--- src/design/eic_pkg.sv ---
`timescale 1ns / 1ps
`default_nettype none
// ----------------------------------------------------------------------------
// Event interrupt controller package
// Shared types, codes and sizes for the event interrupt controller.
// ----------------------------------------------------------------------------
package eic_pkg;

  // Status words, and mask words per output line (range 1 to 4).
  localparam int unsigned NUM_GROUPS = 3;
  // Output interrupt lines, one mask group each.
  localparam int unsigned NUM_LINES  = 3;

  localparam int unsigned WORD_W  = 32;
  localparam int unsigned IDX_W   = 4;
  localparam int unsigned LINE_W  = 4;
  localparam int unsigned EVNUM_W = 7;
  localparam int unsigned LVL_W   = 2;
  localparam int unsigned BIT_W   = 5;

  // Processor line numbers served by the demux, levels 0, 1 and 2.
  localparam logic [LINE_W-1:0] LINE_LVL0 = 4'd13;
  localparam logic [LINE_W-1:0] LINE_LVL1 = 4'd11;
  localparam logic [LINE_W-1:0] LINE_LVL2 = 4'd9;

  localparam logic [LVL_W-1:0] LVL0 = 2'd0;
  localparam logic [LVL_W-1:0] LVL1 = 2'd1;
  localparam logic [LVL_W-1:0] LVL2 = 2'd2;

  typedef enum logic [1:0] {
    CMD_EVENT = 2'd0,
    CMD_WRITE = 2'd1,
    CMD_READ  = 2'd2,
    CMD_DEMUX = 2'd3
  } cmd_e;

  typedef logic [WORD_W-1:0] word_t;
  typedef logic [NUM_LINES-1:0][WORD_W-1:0] pend_t;

  // One item on its way through the processing pass.
  typedef struct packed {
    logic              valid;
    cmd_e              cmd;
    logic [IDX_W-1:0]  idx;
    word_t             data;
    logic [LINE_W-1:0] line;
  } step_t;

  // Demux findings handed to the result register.
  typedef struct packed {
    logic [EVNUM_W-1:0] event_number;
    logic               event_found;
    logic [LINE_W-1:0]  passed_line;
  } demux_t;

endpackage : eic_pkg
`default_nettype wire

--- src/design/eic_regs.sv ---
`timescale 1ns / 1ps
`default_nettype none
// ----------------------------------------------------------------------------
// Event interrupt controller register file
// Status and mask words, write-one-to-clear update, bus read and line requests.
// ----------------------------------------------------------------------------
module eic_regs (
  input  wire logic                           clk_i,
  input  wire logic                           rst_ni,
  input  wire eic_pkg::step_t                 step_i,
  output eic_pkg::word_t                      rd_data_o,
  output eic_pkg::pend_t                      pend_o,
  output logic [eic_pkg::NUM_LINES-1:0]       line_req_o
);
  import eic_pkg::*;

  word_t status_q [NUM_GROUPS];
  word_t status_d [NUM_GROUPS];
  word_t mask_q   [NUM_LINES][NUM_GROUPS];
  word_t mask_d   [NUM_LINES][NUM_GROUPS];

  always_comb begin
    rd_data_o = '0;
    for (int g = 0; g < NUM_GROUPS; g++) begin
      status_d[g] = status_q[g];
      if (step_i.valid && step_i.idx == IDX_W'(g)) begin
        case (step_i.cmd)
          CMD_EVENT: status_d[g] = status_q[g] | step_i.data;
          CMD_WRITE: status_d[g] = status_q[g] & ~step_i.data;
          CMD_READ:  rd_data_o   = status_q[g];
          default:   status_d[g] = status_q[g];
        endcase
      end
    end
    for (int l = 0; l < NUM_LINES; l++) begin
      for (int g = 0; g < NUM_GROUPS; g++) begin
        mask_d[l][g] = mask_q[l][g];
        if (step_i.valid && step_i.idx == IDX_W'(4 + 4 * l + g)) begin
          case (step_i.cmd)
            CMD_WRITE: mask_d[l][g] = step_i.data;
            CMD_READ:  rd_data_o    = mask_q[l][g];
            default:   mask_d[l][g] = mask_q[l][g];
          endcase
        end
      end
    end
  end

  // Line requests reflect the state after this item's update.
  always_comb begin
    for (int l = 0; l < NUM_LINES; l++) begin
      line_req_o[l] = 1'b0;
      for (int g = 0; g < NUM_GROUPS; g++) begin
        line_req_o[l] = line_req_o[l] | (|(status_d[g] & mask_d[l][g]));
      end
    end
  end

  // Pending word per demux level: status of that level under its own mask.
  for (genvar l = 0; l < NUM_LINES; l++) begin : g_pend
    if (l < NUM_GROUPS) begin : g_used
      assign pend_o[l] = status_q[l] & mask_q[l][l];
    end else begin : g_none
      assign pend_o[l] = '0;
    end
  end

  always_ff @(posedge clk_i or negedge rst_ni) begin
    if (!rst_ni) begin
      for (int g = 0; g < NUM_GROUPS; g++) begin
        status_q[g] <= '0;
      end
      for (int l = 0; l < NUM_LINES; l++) begin
        for (int g = 0; g < NUM_GROUPS; g++) begin
          mask_q[l][g] <= '0;
        end
      end
    end else begin
      for (int g = 0; g < NUM_GROUPS; g++) begin
        status_q[g] <= status_d[g];
      end
      for (int l = 0; l < NUM_LINES; l++) begin
        for (int g = 0; g < NUM_GROUPS; g++) begin
          mask_q[l][g] <= mask_d[l][g];
        end
      end
    end
  end

endmodule : eic_regs
`default_nettype wire

--- src/design/eic_demux.sv ---
`timescale 1ns / 1ps
`default_nettype none
// ----------------------------------------------------------------------------
// Event interrupt controller demux
// Maps a processor line to its level and finds the lowest pending event.
// ----------------------------------------------------------------------------
module eic_demux (
  input  wire eic_pkg::step_t  step_i,
  input  wire eic_pkg::pend_t  pend_i,
  output eic_pkg::demux_t      demux_o
);
  import eic_pkg::*;

  logic              known;
  logic [LVL_W-1:0]  level;
  word_t             sel;
  logic              hit;
  logic [BIT_W-1:0]  bit_pos;

  always_comb begin
    known = 1'b1;
    level = LVL0;
    unique case (step_i.line)
      LINE_LVL0: level = LVL0;
      LINE_LVL1: level = LVL1;
      LINE_LVL2: level = LVL2;
      default:   known = 1'b0;
    endcase
  end

  assign sel = known ? pend_i[level] : '0;

  // Lowest set bit wins: scan from the top so the last hit is the lowest.
  always_comb begin
    hit     = 1'b0;
    bit_pos = '0;
    for (int j = WORD_W - 1; j >= 0; j--) begin
      if (sel[j]) begin
        hit     = 1'b1;
        bit_pos = BIT_W'(j);
      end
    end
  end

  always_comb begin
    demux_o = '0;
    if (step_i.cmd == CMD_DEMUX) begin
      demux_o.event_found = hit;
      if (hit) begin
        demux_o.event_number = {level, bit_pos};
      end else begin
        demux_o.passed_line = step_i.line;
      end
    end
  end

endmodule : eic_demux
`default_nettype wire

--- src/design/event_interrupt_controller.sv ---
`timescale 1ns / 1ps
`default_nettype none
// ----------------------------------------------------------------------------
// Event interrupt controller
// Status/mask interrupt controller with write-one-to-clear status and demux.
// ----------------------------------------------------------------------------
// Every item goes through one pass: it is caught in an input register, then
// once the result register is free or draining it updates the status and
// mask words, is decoded against them and its result is stored in the output
// register. One item per cycle is sustained while the output is not stalled;
// the output register lets a new item be accepted while a result waits, and
// the input register holds an item while the output is stalled. Status words
// take event bits by OR on arrival and are cleared by writing ones; mask
// words are written whole. A read of an unused word returns zero. A demux
// query on line 13, 11 or 9 returns the lowest pending unmasked event of
// level 0, 1 or 2 (bit plus 32 times level), otherwise it passes the line
// number through. line_requests always shows the three output lines after
// the item's update. Reset clears all status and mask words (all masked).
// ----------------------------------------------------------------------------
module event_interrupt_controller (
  input  wire logic        clk_i,
  input  wire logic        rst_ni,
  input  wire logic        s_axis_tvalid_i,
  output logic             s_axis_tready_o,
  // tdata, low bit up: cmd[1:0], word_index[5:2], bus_data[37:6],
  // line_number[41:38], zero fill [47:42]
  input  wire logic [47:0] s_axis_tdata_i,
  output logic             m_axis_tvalid_o,
  input  wire logic        m_axis_tready_i,
  // tdata, low bit up: read_data[31:0], event_number[38:32],
  // event_found[39], passed_line[43:40], line_requests[46:44], zero fill [47]
  output logic [47:0]      m_axis_tdata_o
);
  import eic_pkg::*;

  logic           in_valid_q;
  step_t          in_item_q;
  logic           out_valid_q;
  logic [47:0]    out_data_q;
  logic           fire;
  step_t          step;
  word_t          rd_data;
  pend_t          pend;
  logic [NUM_LINES-1:0] line_req;
  demux_t         demux;

  // Process the held item when the result register is free or draining.
  assign fire            = in_valid_q && (!out_valid_q || m_axis_tready_i);
  assign s_axis_tready_o = !in_valid_q || fire;

  assign step = '{valid: fire, cmd: in_item_q.cmd, idx: in_item_q.idx,
                  data: in_item_q.data, line: in_item_q.line};

  eic_regs u_regs (
    .clk_i      (clk_i),
    .rst_ni     (rst_ni),
    .step_i     (step),
    .rd_data_o  (rd_data),
    .pend_o     (pend),
    .line_req_o (line_req)
  );

  eic_demux u_demux (
    .step_i  (step),
    .pend_i  (pend),
    .demux_o (demux)
  );

  // Input register: hold the item until the pass can take it.
  always_ff @(posedge clk_i or negedge rst_ni) begin
    if (!rst_ni) begin
      in_valid_q <= 1'b0;
    end else if (s_axis_tready_o) begin
      in_valid_q <= s_axis_tvalid_i;
    end
  end

  always_ff @(posedge clk_i) begin
    if (s_axis_tready_o && s_axis_tvalid_i) begin
      in_item_q.valid <= 1'b1;
      in_item_q.cmd   <= cmd_e'(s_axis_tdata_i[1:0]);
      in_item_q.idx   <= s_axis_tdata_i[5:2];
      in_item_q.data  <= s_axis_tdata_i[37:6];
      in_item_q.line  <= s_axis_tdata_i[41:38];
    end
  end

  // Result register: advance on fire, drop valid once taken.
  always_ff @(posedge clk_i or negedge rst_ni) begin
    if (!rst_ni) begin
      out_valid_q <= 1'b0;
    end else if (fire) begin
      out_valid_q <= 1'b1;
    end else if (m_axis_tready_i) begin
      out_valid_q <= 1'b0;
    end
  end

  always_ff @(posedge clk_i) begin
    if (fire) begin
      out_data_q <= {1'b0, line_req, demux.passed_line, demux.event_found,
                     demux.event_number, rd_data};
    end
  end

  assign m_axis_tvalid_o = out_valid_q;
  assign m_axis_tdata_o  = out_data_q;

endmodule : event_interrupt_controller
`default_nettype wire

--- config.mk ---
export PLATFORM = sky130hd
export DESIGN_NAME = event_interrupt_controller
export DESIGN_NICKNAME = d
export VERILOG_FILES = /design/src/design/eic_pkg.sv /design/src/design/eic_regs.sv /design/src/design/eic_demux.sv /design/src/design/event_interrupt_controller.sv
export SDC_FILE = /design/constraint.sdc
export NUM_CORES = 1
export LEC_CHECK = 0
export BUFFER_PORTS_ARGS = -buffer_cell sky130_fd_sc_hd__buf_4
export CELL_PAD_IN_SITES_DETAIL_PLACEMENT = 1
export CELL_PAD_IN_SITES_GLOBAL_PLACEMENT = 1
export CORE_MARGIN = 10
export CORE_UTILIZATION = 50
export DETAILED_ROUTE_END_ITERATION = 8
export PLACE_DENSITY = 0.85
export SYNTH_ARGS = -nofsm -noshare
export SYNTH_HDL_FRONTEND = slang
export SYNTH_HIERARCHICAL = 1
export SYNTH_SLANG_ARGS = --single-unit
--- constraint.sdc ---
create_clock -name clk_i -period 6.75 [get_ports clk_i]
set_clock_uncertainty 0.05 [all_clocks]
set_input_delay 1.0125 -clock clk_i [delete_from_list [all_inputs] [get_ports clk_i]]
set_output_delay 1.0125 -clock clk_i [all_outputs]
set_load 0.03 [all_outputs]
==> Word-level counts from Yosys, hierarchy flattened <==
Cells that the tools add are included.
Widths: inputs -> output; s select.
{ "word_totals": {"out_inout_bits": 50, "register_bits": 475, "elab_cells": 228} }
{ "op_classes": {"eq_ne": 17, "reduce_logical": 38, "bitwise_logic": 27, "order_cmp": 1, "muxes": 118} }
{ "op_table": {"columns": ["cell", "count"], "rows": [
  ["$mux 32", 47],
  ["$and 32x32->32", 15],
  ["$reduce_or 32->1", 9],
  ["$pmux 32 s2", 3],
  ["$or 32x32->32", 3],
  ["$mux 5", 16],
  ["$bmux 32 s2", 1],
  ["$eq 4x4->1 const B", 9],
  ["$mux 1", 36],
  ["$mux 4", 8],
  ["$not 32->32", 1],
  ["$reduce_or 18->1", 1],
  ["$logic_and 1x1->1", 14],
  ["$eq 4x3->1 const B", 3],
  ["$mux 3", 4],
  ["$reduce_or 10->1", 1],
  ["$or 1x1->1", 6],
  ["$reduce_or 3->1", 2],
  ["$reduce_or 6->1", 1],
  ["$eq 2x2->1 const B", 2],
  ["$eq 4x1->1 const B", 1],
  ["$eq 4x2->1 const B", 1],
  ["$logic_not 4->1", 1],
  ["$mux 2", 2],
  ["other kinds (11)", 14]
]} }

==> Logic depth before layout (Yosys ltp) <==
Gate-level depths: netlist of the first run.
{ "logic_depth": {"depth_word": 39, "mapped_depth": 14, "ltp_nobuf": 9} }

==> By module <==
Netlist of the first run, hierarchy kept.
{ "by_module_without_submodules": {"columns": ["mod", "seq_area_each_um2", "instances", "area_per_inst_um2", "cells_per_inst"], "rows": [
  ["eic_regs", 9609.2, 1, 20457.1, 1903],
  ["event_interrupt_controller", 2722.6, 1, 2787.7, 99],
  ["eic_demux", 0.0, 1, 1676.6, 257]
]} }

==> Worst setup path after synthesis of the first run <==
OpenSTA, ideal clock, no wires.
{ "synth_path": {"path_type": "in2reg", "start": "input port m_axis_tready_i", "end": "register out_data_q[45], in the netlist m_axis_tdata_o[45] (data pin)", "arrival_ns": 5.052, "required_ns": 6.428, "path_slack_ns": 1.376, "cell_stages": 11, "path_cell_list": "nand2b_1 and2_1 buf_2 or3b_1 buf_2 o31ai_1 o31a_2 a2bb2o_4 or4_1 or4_1 or4_1"} }
{ "synth_via": {"elab_chain_cells": 8, "word_cells_on_any_way": 22, "cone_classes": "mux: 6; bitwise: 5; reduce/logical: 11"} }
{ "synth_rtl": {"columns": ["item", "line", "rtl"], "rows": [
  ["start, declared", "event_interrupt_controller.sv:29", "input wire logic m_axis_tready_i,"],
  ["$logic_or 1x1->1 *", "event_interrupt_controller.sv:48", "assign fire = in_valid_q && (!out_valid_q || m_axis_tready_i);"],
  ["$logic_and 1x1->1 *", "event_interrupt_controller.sv:48", null],
  ["net fire", "event_interrupt_controller.sv:40", "logic fire;"],
  ["$logic_and 1x1->1 (on tied branches)", "eic_regs.sv:26, eic_regs.sv:38", null],
  ["$mux 32 (on tied branches)", "eic_regs.sv:26, eic_regs.sv:38", null],
  ["$and 32x32->32", "eic_regs.sv:54", "line_req_o[l] = line_req_o[l] | (|(status_d[g] & mask_d[l][g]));"],
  ["$reduce_or 32->1", "eic_regs.sv:54", null],
  ["$or 1x1->1", "eic_regs.sv:54", null],
  ["$or 1x1->1 *", "eic_regs.sv:54", null],
  ["net line_req[1]", "event_interrupt_controller.sv:44", "logic [NUM_LINES-1:0] line_req;"],
  ["end signal, assigned", "event_interrupt_controller.sv:101", "out_data_q <= {1'b0, line_req, demux.passed_line, demux.event_found,"],
  ["end, declared", "event_interrupt_controller.sv:39", "logic [47:0] out_data_q;"]
]} }
Mark *: on every way through the listed nets, which the timed path passes. The rest lies on a longest branch.
A chain may end at the register's enable or synchronous reset.

==> results of run 1 <==
## layout make-up
| type | instances | area (µm²) |
|---|---|---|
| diodes | 4 | 10.0 |
| clock buffers | 89 | 1570 |
| clock inverters | 7 | 67.6 |
| fillers | 5132 | 20800 |
| inverters | 96 | 360 |
| multi-input cells | 1499 | 11500 |
| flip-flops and latches | 475 | 12300 |
| well taps | 664 | 831 |
| repair buffers | 205 | 1680 |
## layer usage
| metal | part of all wire, % | global-route usage, % |
|---|---|---|
| met1 | 37 | 51.7 |
| met2 | 41 | 59.5 |
| met3 | 14 | 16.3 |
| met4 | 7.8 | 26.2 |
| met5 | 0.043 | 0 |
## critical path: cells and delay by family
family          cells  cell delay [ns]
compound gates      2             1.56
simple gates        7             2.64
buf+inv             2             0.49
## how the worst max path moves through the flow
stage / start / endpoint / slack, ns / cells past startpoint
2_1_floorplan: m_axis_tready_i / m_axis_tdata_o[45]$_DFFE_PP_ / 1.38 / 11
6_report: m_axis_tready_i / m_axis_tdata_o[46]$_DFFE_PP_ / 1.36 / 11
5_1_grt: m_axis_tready_i / m_axis_tdata_o[45]$_DFFE_PP_ / 1.46 / 11
4_1_cts: m_axis_tready_i / m_axis_tdata_o[45]$_DFFE_PP_ / 1.68 / 11
3_5_place_dp: m_axis_tready_i / m_axis_tdata_o[45]$_DFFE_PP_ / 1.06 / 11
3_3_place_gp: m_axis_tready_i / m_axis_tdata_o[45]$_DFFE_PP_ / 1.11 / 11
## sequential cells by signal, indices dropped and copies added, names as in the netlist
register / flops
m_axis_tdata_o: 47
u_regs/mask_q: 288
m_axis_tvalid_o: 1
in_valid_q: 1
u_regs/status_q: 96
in_item_q: 42
## power breakdown
part	internal, mW	leakage, nW	total (mW)	switching, mW
logic	0.540	6.11	1.67	1.13
registers	3.29	6.06	3.59	0.297
clock network	1.61	0.801	2.85	1.24
total	5.44	13.0	8.10	2.66
## cells by family after synthesis
family / Yosys count / synth area share [%]
buffers and inverters: 285 / 4.75
AO/OA/AOI/OAI: 644 / 19.0
multiplexers: 369 / 16.0
other: 1 / 0.0150
AND/OR/NAND/NOR: 485 / 10.7
flip-flops: 475 / 49.5
## Yosys cell counts, types with 39 or more instances
| master | count |
|---|---|
| and2_1 | 103 |
| o31ai_1 | 166 |
| a22oi_1 | 91 |
| edfxtp_1 | 89 |
| nand2b_1 | 49 |
| mux2i_1 | 141 |
| dfrtp_1 | 386 |
| nand2_1 | 39 |
| clkbuf_1 | 134 |
| mux2_2 | 221 |
| a21oi_1 | 79 |
| o21ai_0 | 57 |
| o22ai_1 | 39 |
| inv_1 | 95 |
| nor2_1 | 155 |
## stage by stage
step | setup WS [ns] | hold WS (ns) | std cells | utilization (%) | instance area, µm²
2_1_floorplan | 1.38 | 0.407 | 2259 | - | 24900
3_3_place_gp | 1.11 | 0.431 | 2939 | 54.2 | 26700
3_5_place_dp | 1.06 | 0.449 | 2939 | 54.2 | 26700
4_1_cts | 1.68 | 0.317 | 3035 | 57.6 | 28300
5_1_grt | 1.46 | 0.333 | 3035 | 57.6 | 28300
6_report | 1.36 | 0.298 | 3039 | 57.6 | 28300
## placed cells by master (no fill, tap or decap), types with 32 or more instances in the layout
master	synthesis	final
dfrtp_1	386	386
mux2_2	221	221
buf_4	5	193
o31ai_1	166	165
nor2_1	155	153
mux2i_1	141	141
and2_1	103	102
inv_1	95	95
a22oi_1	91	91
edfxtp_1	89	89
a21oi_1	79	78
o21ai_0	57	57
clkbuf_16	0	53
nand2b_1	49	48
o22ai_1	39	39
nand2_1	39	38
o32ai_1	32	32
a2111oi_0	32	32
==> impl_metrics.toml, run 1 <==
[logic_synthesis]
synth_cells = 2259
synth.avg_cell_area_um2 = 11.0
synth_area_um2 = 24900
yosysUniqueCellTypes = 82
yosysWarnings = 6
yosys-top-cells-area = "dfrtp_1, edfxtp_1, mux2_2, mux2i_1, o31ai_1"
synthArstFlopShare_pct = 81.3
yosys_register_bits = 475
synth_largest_area_cell = "dfrtp_1"
syn_nets = 2311
synth_top_area_share_pct = 38.8
ys_seq_area_share_pct = 49.5
synth_flop_cell = "dfrtp_1"
synth-edff-count = 89

[layout]
fin_nets = 2381
drive_gt1_share_pct = 22.6
syn_to_final_growth_pct = 13.6

[hold_path]
min_path_type = "primary input to asynchronous set/reset pin"

[timing]
setup_viol_count_final = 0
timing.fmax_mhz = 185
finalCritPeriodShare_pct = 79.9
rsz0062_at_grt = "no"
worst_pin_slew_ns = 1.47
min_period_ns = 5.39
drv_slew = 0
fin_setup_tns_ns = 0
relSlewSlack_pct = 1.90
hold_viol = 0

[floorplanning]
core_area_um2 = 49200
die_h_um = 243
die-width_um = 243
ios = 102
initial_core_util_pct = 50.7
die-area_um2 = 59200
row_count = 81

[place]
place_congestion = 1.09
dp_hpwl_um = 91500
portBuffers = 94

[power_and_ir_drop]
fin_total_pwr_mw = 8.10
ir_drop_uv = 292
power.leakage_nw = 13.0
power_density_nw_per_um2 = 286

[worst_setup_path]
cpPeakStageDelay_ns = 1.12
critPathCaptureType = "flop"
rr_worst_depth = 10
cp_cell_sequence = "buf_4 -> nand2b_1 -> and2_2 -> nor3b_1 -> nand2_1 -> buf_12 -> o31ai_1 -> a222oi_1 -> nand4b_1 -> nor4_1 -> nand4_1"
reg2reg_from = "m_axis_tvalid_o$_DFFE_PN0P_"
start_kind = "primary input"
ff2ff_setup_slack_ns = 1.42
r2r_end = "m_axis_tdata_o[46]$_DFFE_PP_"
cp_max_fo = 27
worstSetupPathType = "primary input to flop"
cp.arrival_ns = 5.76
required_ns = 7.12
crit_slowest_cell = "o31ai_1"

[global_routing]
grt_usage_pct = 41.5
grt_overflow_total = 0
grt_pass1_vias = 22700
grt_max_degree = 163
grt_antenna_before_repair = 12
grt_pass1_wl_um = 176000

[clock_network]
clk_pin_slew_ns = 0.06
numCtsBuffers = 52
htreeDepth = 2
clk_latency_ns = 0.63
cts_sinks = 475
cts_resized = 0
tritoncts = "yes"
cts-root-buf = "clkbuf_16"
postCtsSetupRepairBufs = 0
cts_hold_buf = 0
clock_path_buffers = 3

[drt]
drt_first_pass_iters = 8
drt_wl_total_um = 126000
dr_total_vias = 22400
wl_per_cell_um = 41.5
postRouteAntennaNets = 0
vias_per_cell = 7.38
drt_iter0_markers = 3502
drc_errors = 0

[run_status]
run_status = "complete, no violations"

[flow_run]
max_cap_violations = 0
Power figures use the tool's default switching activity.
==> run 2, diff against run 1 <==
- CORE_UTILIZATION: 50 -> 46
- PLACE_DENSITY: 0.85 -> 0.82
- clock period: 6.75 -> 4.5 ns (I/O delays scaled with it)
==> run 2 against run 1 <==
The run now ends with max-capacitance violations left. Largest power group unchanged. Utilization is 2.5 points lower. Critical endpoint unchanged. Global-route usage is 0.19 points higher. Setup slack worse by 1.1 ns. Cell count is 4.6% higher.
==> impl_metrics.toml, run 2 (synthesized netlist as in run 1, its figures left out) <==
[global_routing]
grt_pass1_vias = 23500
grt_usage_pct = 41.7
grt_overflow_total = 0
grt_antenna_before_repair = 12
grt_pass1_wl_um = 186000
grt_max_degree = 107

[worst_setup_path]
cp_common_cell = "buf_4"
ff2ff_setup_slack_ns = 0.25
critPathCaptureType = "flop"
required_ns = 4.96
rr_worst_depth = 15
cp.arrival_ns = 4.71
crit_slowest_cell = "o31ai_1"
crit_path_start = "m_axis_tvalid_o$_DFFE_PN0P_"
cpPeakStageDelay_ns = 1.11
worstSetupPathType = "flop to flop"
reg2reg_from = "m_axis_tvalid_o$_DFFE_PN0P_"
r2r_end = "m_axis_tdata_o[46]$_DFFE_PP_"
start_kind = "flop"
cp_max_fo = 11
cp_cell_sequence = "nand2b_1 -> and2_4 -> buf_4 -> nor3b_1 -> nand2_1 -> buf_12 -> buf_4 -> o31ai_1 -> a22oi_1 -> buf_4 -> nand4_1 -> nor4_1 -> buf_4 -> nand4_1 -> buf_4"

[power_and_ir_drop]
seqPwrFrac_pct = 41.9
power_density_nw_per_um2 = 434
power.leakage_nw = 13.7
ir_drop_uv = 359
combPwrFrac_pct = 21.2
p_clk_share_pct = 37.0
sw_frac_of_total_pct = 32.5
fin_total_pwr_mw = 12.9
internal_power_mw = 8.67
p_sw_mw = 4.18

[timing]
worst_pin_slew_ns = 1.48
fin_setup_tns_ns = 0
hold_viol = 0
min_period_ns = 4.25
setup_viol_count_final = 0
relSlewSlack_pct = 0.278
whs_ns = 0.0766
finalCritPeriodShare_pct = 94.4
drv_slew = 0
rsz0062_at_grt = "no"
timing.fmax_mhz = 235

[layout]
most-common-layout-cells = "dfrtp_1, buf_4, mux2_2"
fin_nets = 2488
drive_gt1_share_pct = 26.2
top_register = "u_regs/mask_q"
layout_commonest_cell = "dfrtp_1"
largest_reg_flops = 288
syn_to_final_growth_pct = 18.8

[clock_network]
numCtsBuffers = 55
cts_sinks = 475
tritoncts = "yes"
clk_pin_slew_ns = 0.06
clock_path_buffers = 3
cts_resized = 0
htreeDepth = 2
cts-root-buf = "clkbuf_16"
clk_latency_ns = 0.65
postCtsSetupRepairBufs = 0
cts_hold_buf = 0

[floorplanning]
die-area_um2 = 63900
core_area_um2 = 53700
ios = 102
initial_core_util_pct = 46.4
die_h_um = 253
row_count = 85
die-width_um = 253

[place]
place_congestion = 1.08
dp_hpwl_um = 95300
portBuffers = 94

[drt]
dr_total_vias = 23300
wl_per_cell_um = 42.5
postRouteAntennaNets = 0
vias_per_cell = 7.34
drc_errors = 0
drt_wl_total_um = 135000
drt_iter0_markers = 3182
drt_first_pass_iters = 6

[run_status]
run_status = "finished with violations"
violations = "max-capacitance violations"

[flow_run]
max_cap_violations = 1

[hold_path]
min_path_type = "primary input to asynchronous set/reset pin"
[run 2: cell types whose count changed in the layout (fill, tap and decap cells not counted), moves of 2 or more]
cell,delta
bufinv_16,+6
buf_4,+84
clkinv_2,+5
diode_2,-2
clkinv_1,+5
clkbuf_16,+2
clkinvlp_4,+2
clkbuf_1,-13
buf_12,+20
clkbuf_8,-2
[run 2: how the worst max path moves through the flow]
| stage | slack (ns) | to |
|---|---|---|
| 3_3_place_gp | 0.11 | m_axis_tdata_o[45]$_DFFE_PP_ |
| 6_report | 0.25 | m_axis_tdata_o[46]$_DFFE_PP_ |
| 4_1_cts | 0.34 | m_axis_tdata_o[45]$_DFFE_PP_ |
| 5_1_grt | 0.18 | m_axis_tdata_o[46]$_DFFE_PP_ |
| 2_1_floorplan | 0.006 | m_axis_tdata_o[45]$_DFFE_PP_ |
| 3_5_place_dp | 0.06 | m_axis_tdata_o[45]$_DFFE_PP_ |
[run 2: metal layers]
metal / wire, µm / GRT usage, %
met4: 11000 / 28.1
met2: 56700 / 60.3
met1: 49800 / 52.2
met3: 17600 / 14.1
met5: 73 / 0
[run 2: critical path, delay by kind of cell (launching register included)]
family	cells	cell delay, ns
AO/OA/AOI/OAI	2	1.34
AND/OR/NAND/NOR	7	1.22
flip-flops	1	0.42
buffers and inverters	6	1.07
[run 2: stage by stage]
stage               setup WS (ns)  cells  area (µm²)  utilization (%)
finish                      0.250   3179       29600             55.1
global route                0.185   3178       29600             55.1
CTS                         0.336   3177       29600             55.1
detailed placement         0.0619   3075       27700             51.6
global placement            0.107   3075       27700             51.6
floorplan                 0.00590   2259       24900                -
[run 2: power groups by stage]
stage	logic (mW)	registers (mW)	clock network [mW]
final	2.72	5.38	4.75
after detailed placement	2.56	5.43	0
after floorplan	1.22	5.30	0
after global routing	2.75	5.42	4.94
after CTS	2.58	5.36	4.76
after global placement	2.52	5.39	0
[run 2: final cells by class]
type	instances	area, µm²
Antenna cell	2	5.00
Clock buffer	76	1550
Clock inverter	26	318
Fill cell	5608	24100
Inverter	96	360
Multi-Input combinational cell	1499	11500
Sequential cell	475	12300
Tap cell	696	871
Timing Repair Buffer	309	2720
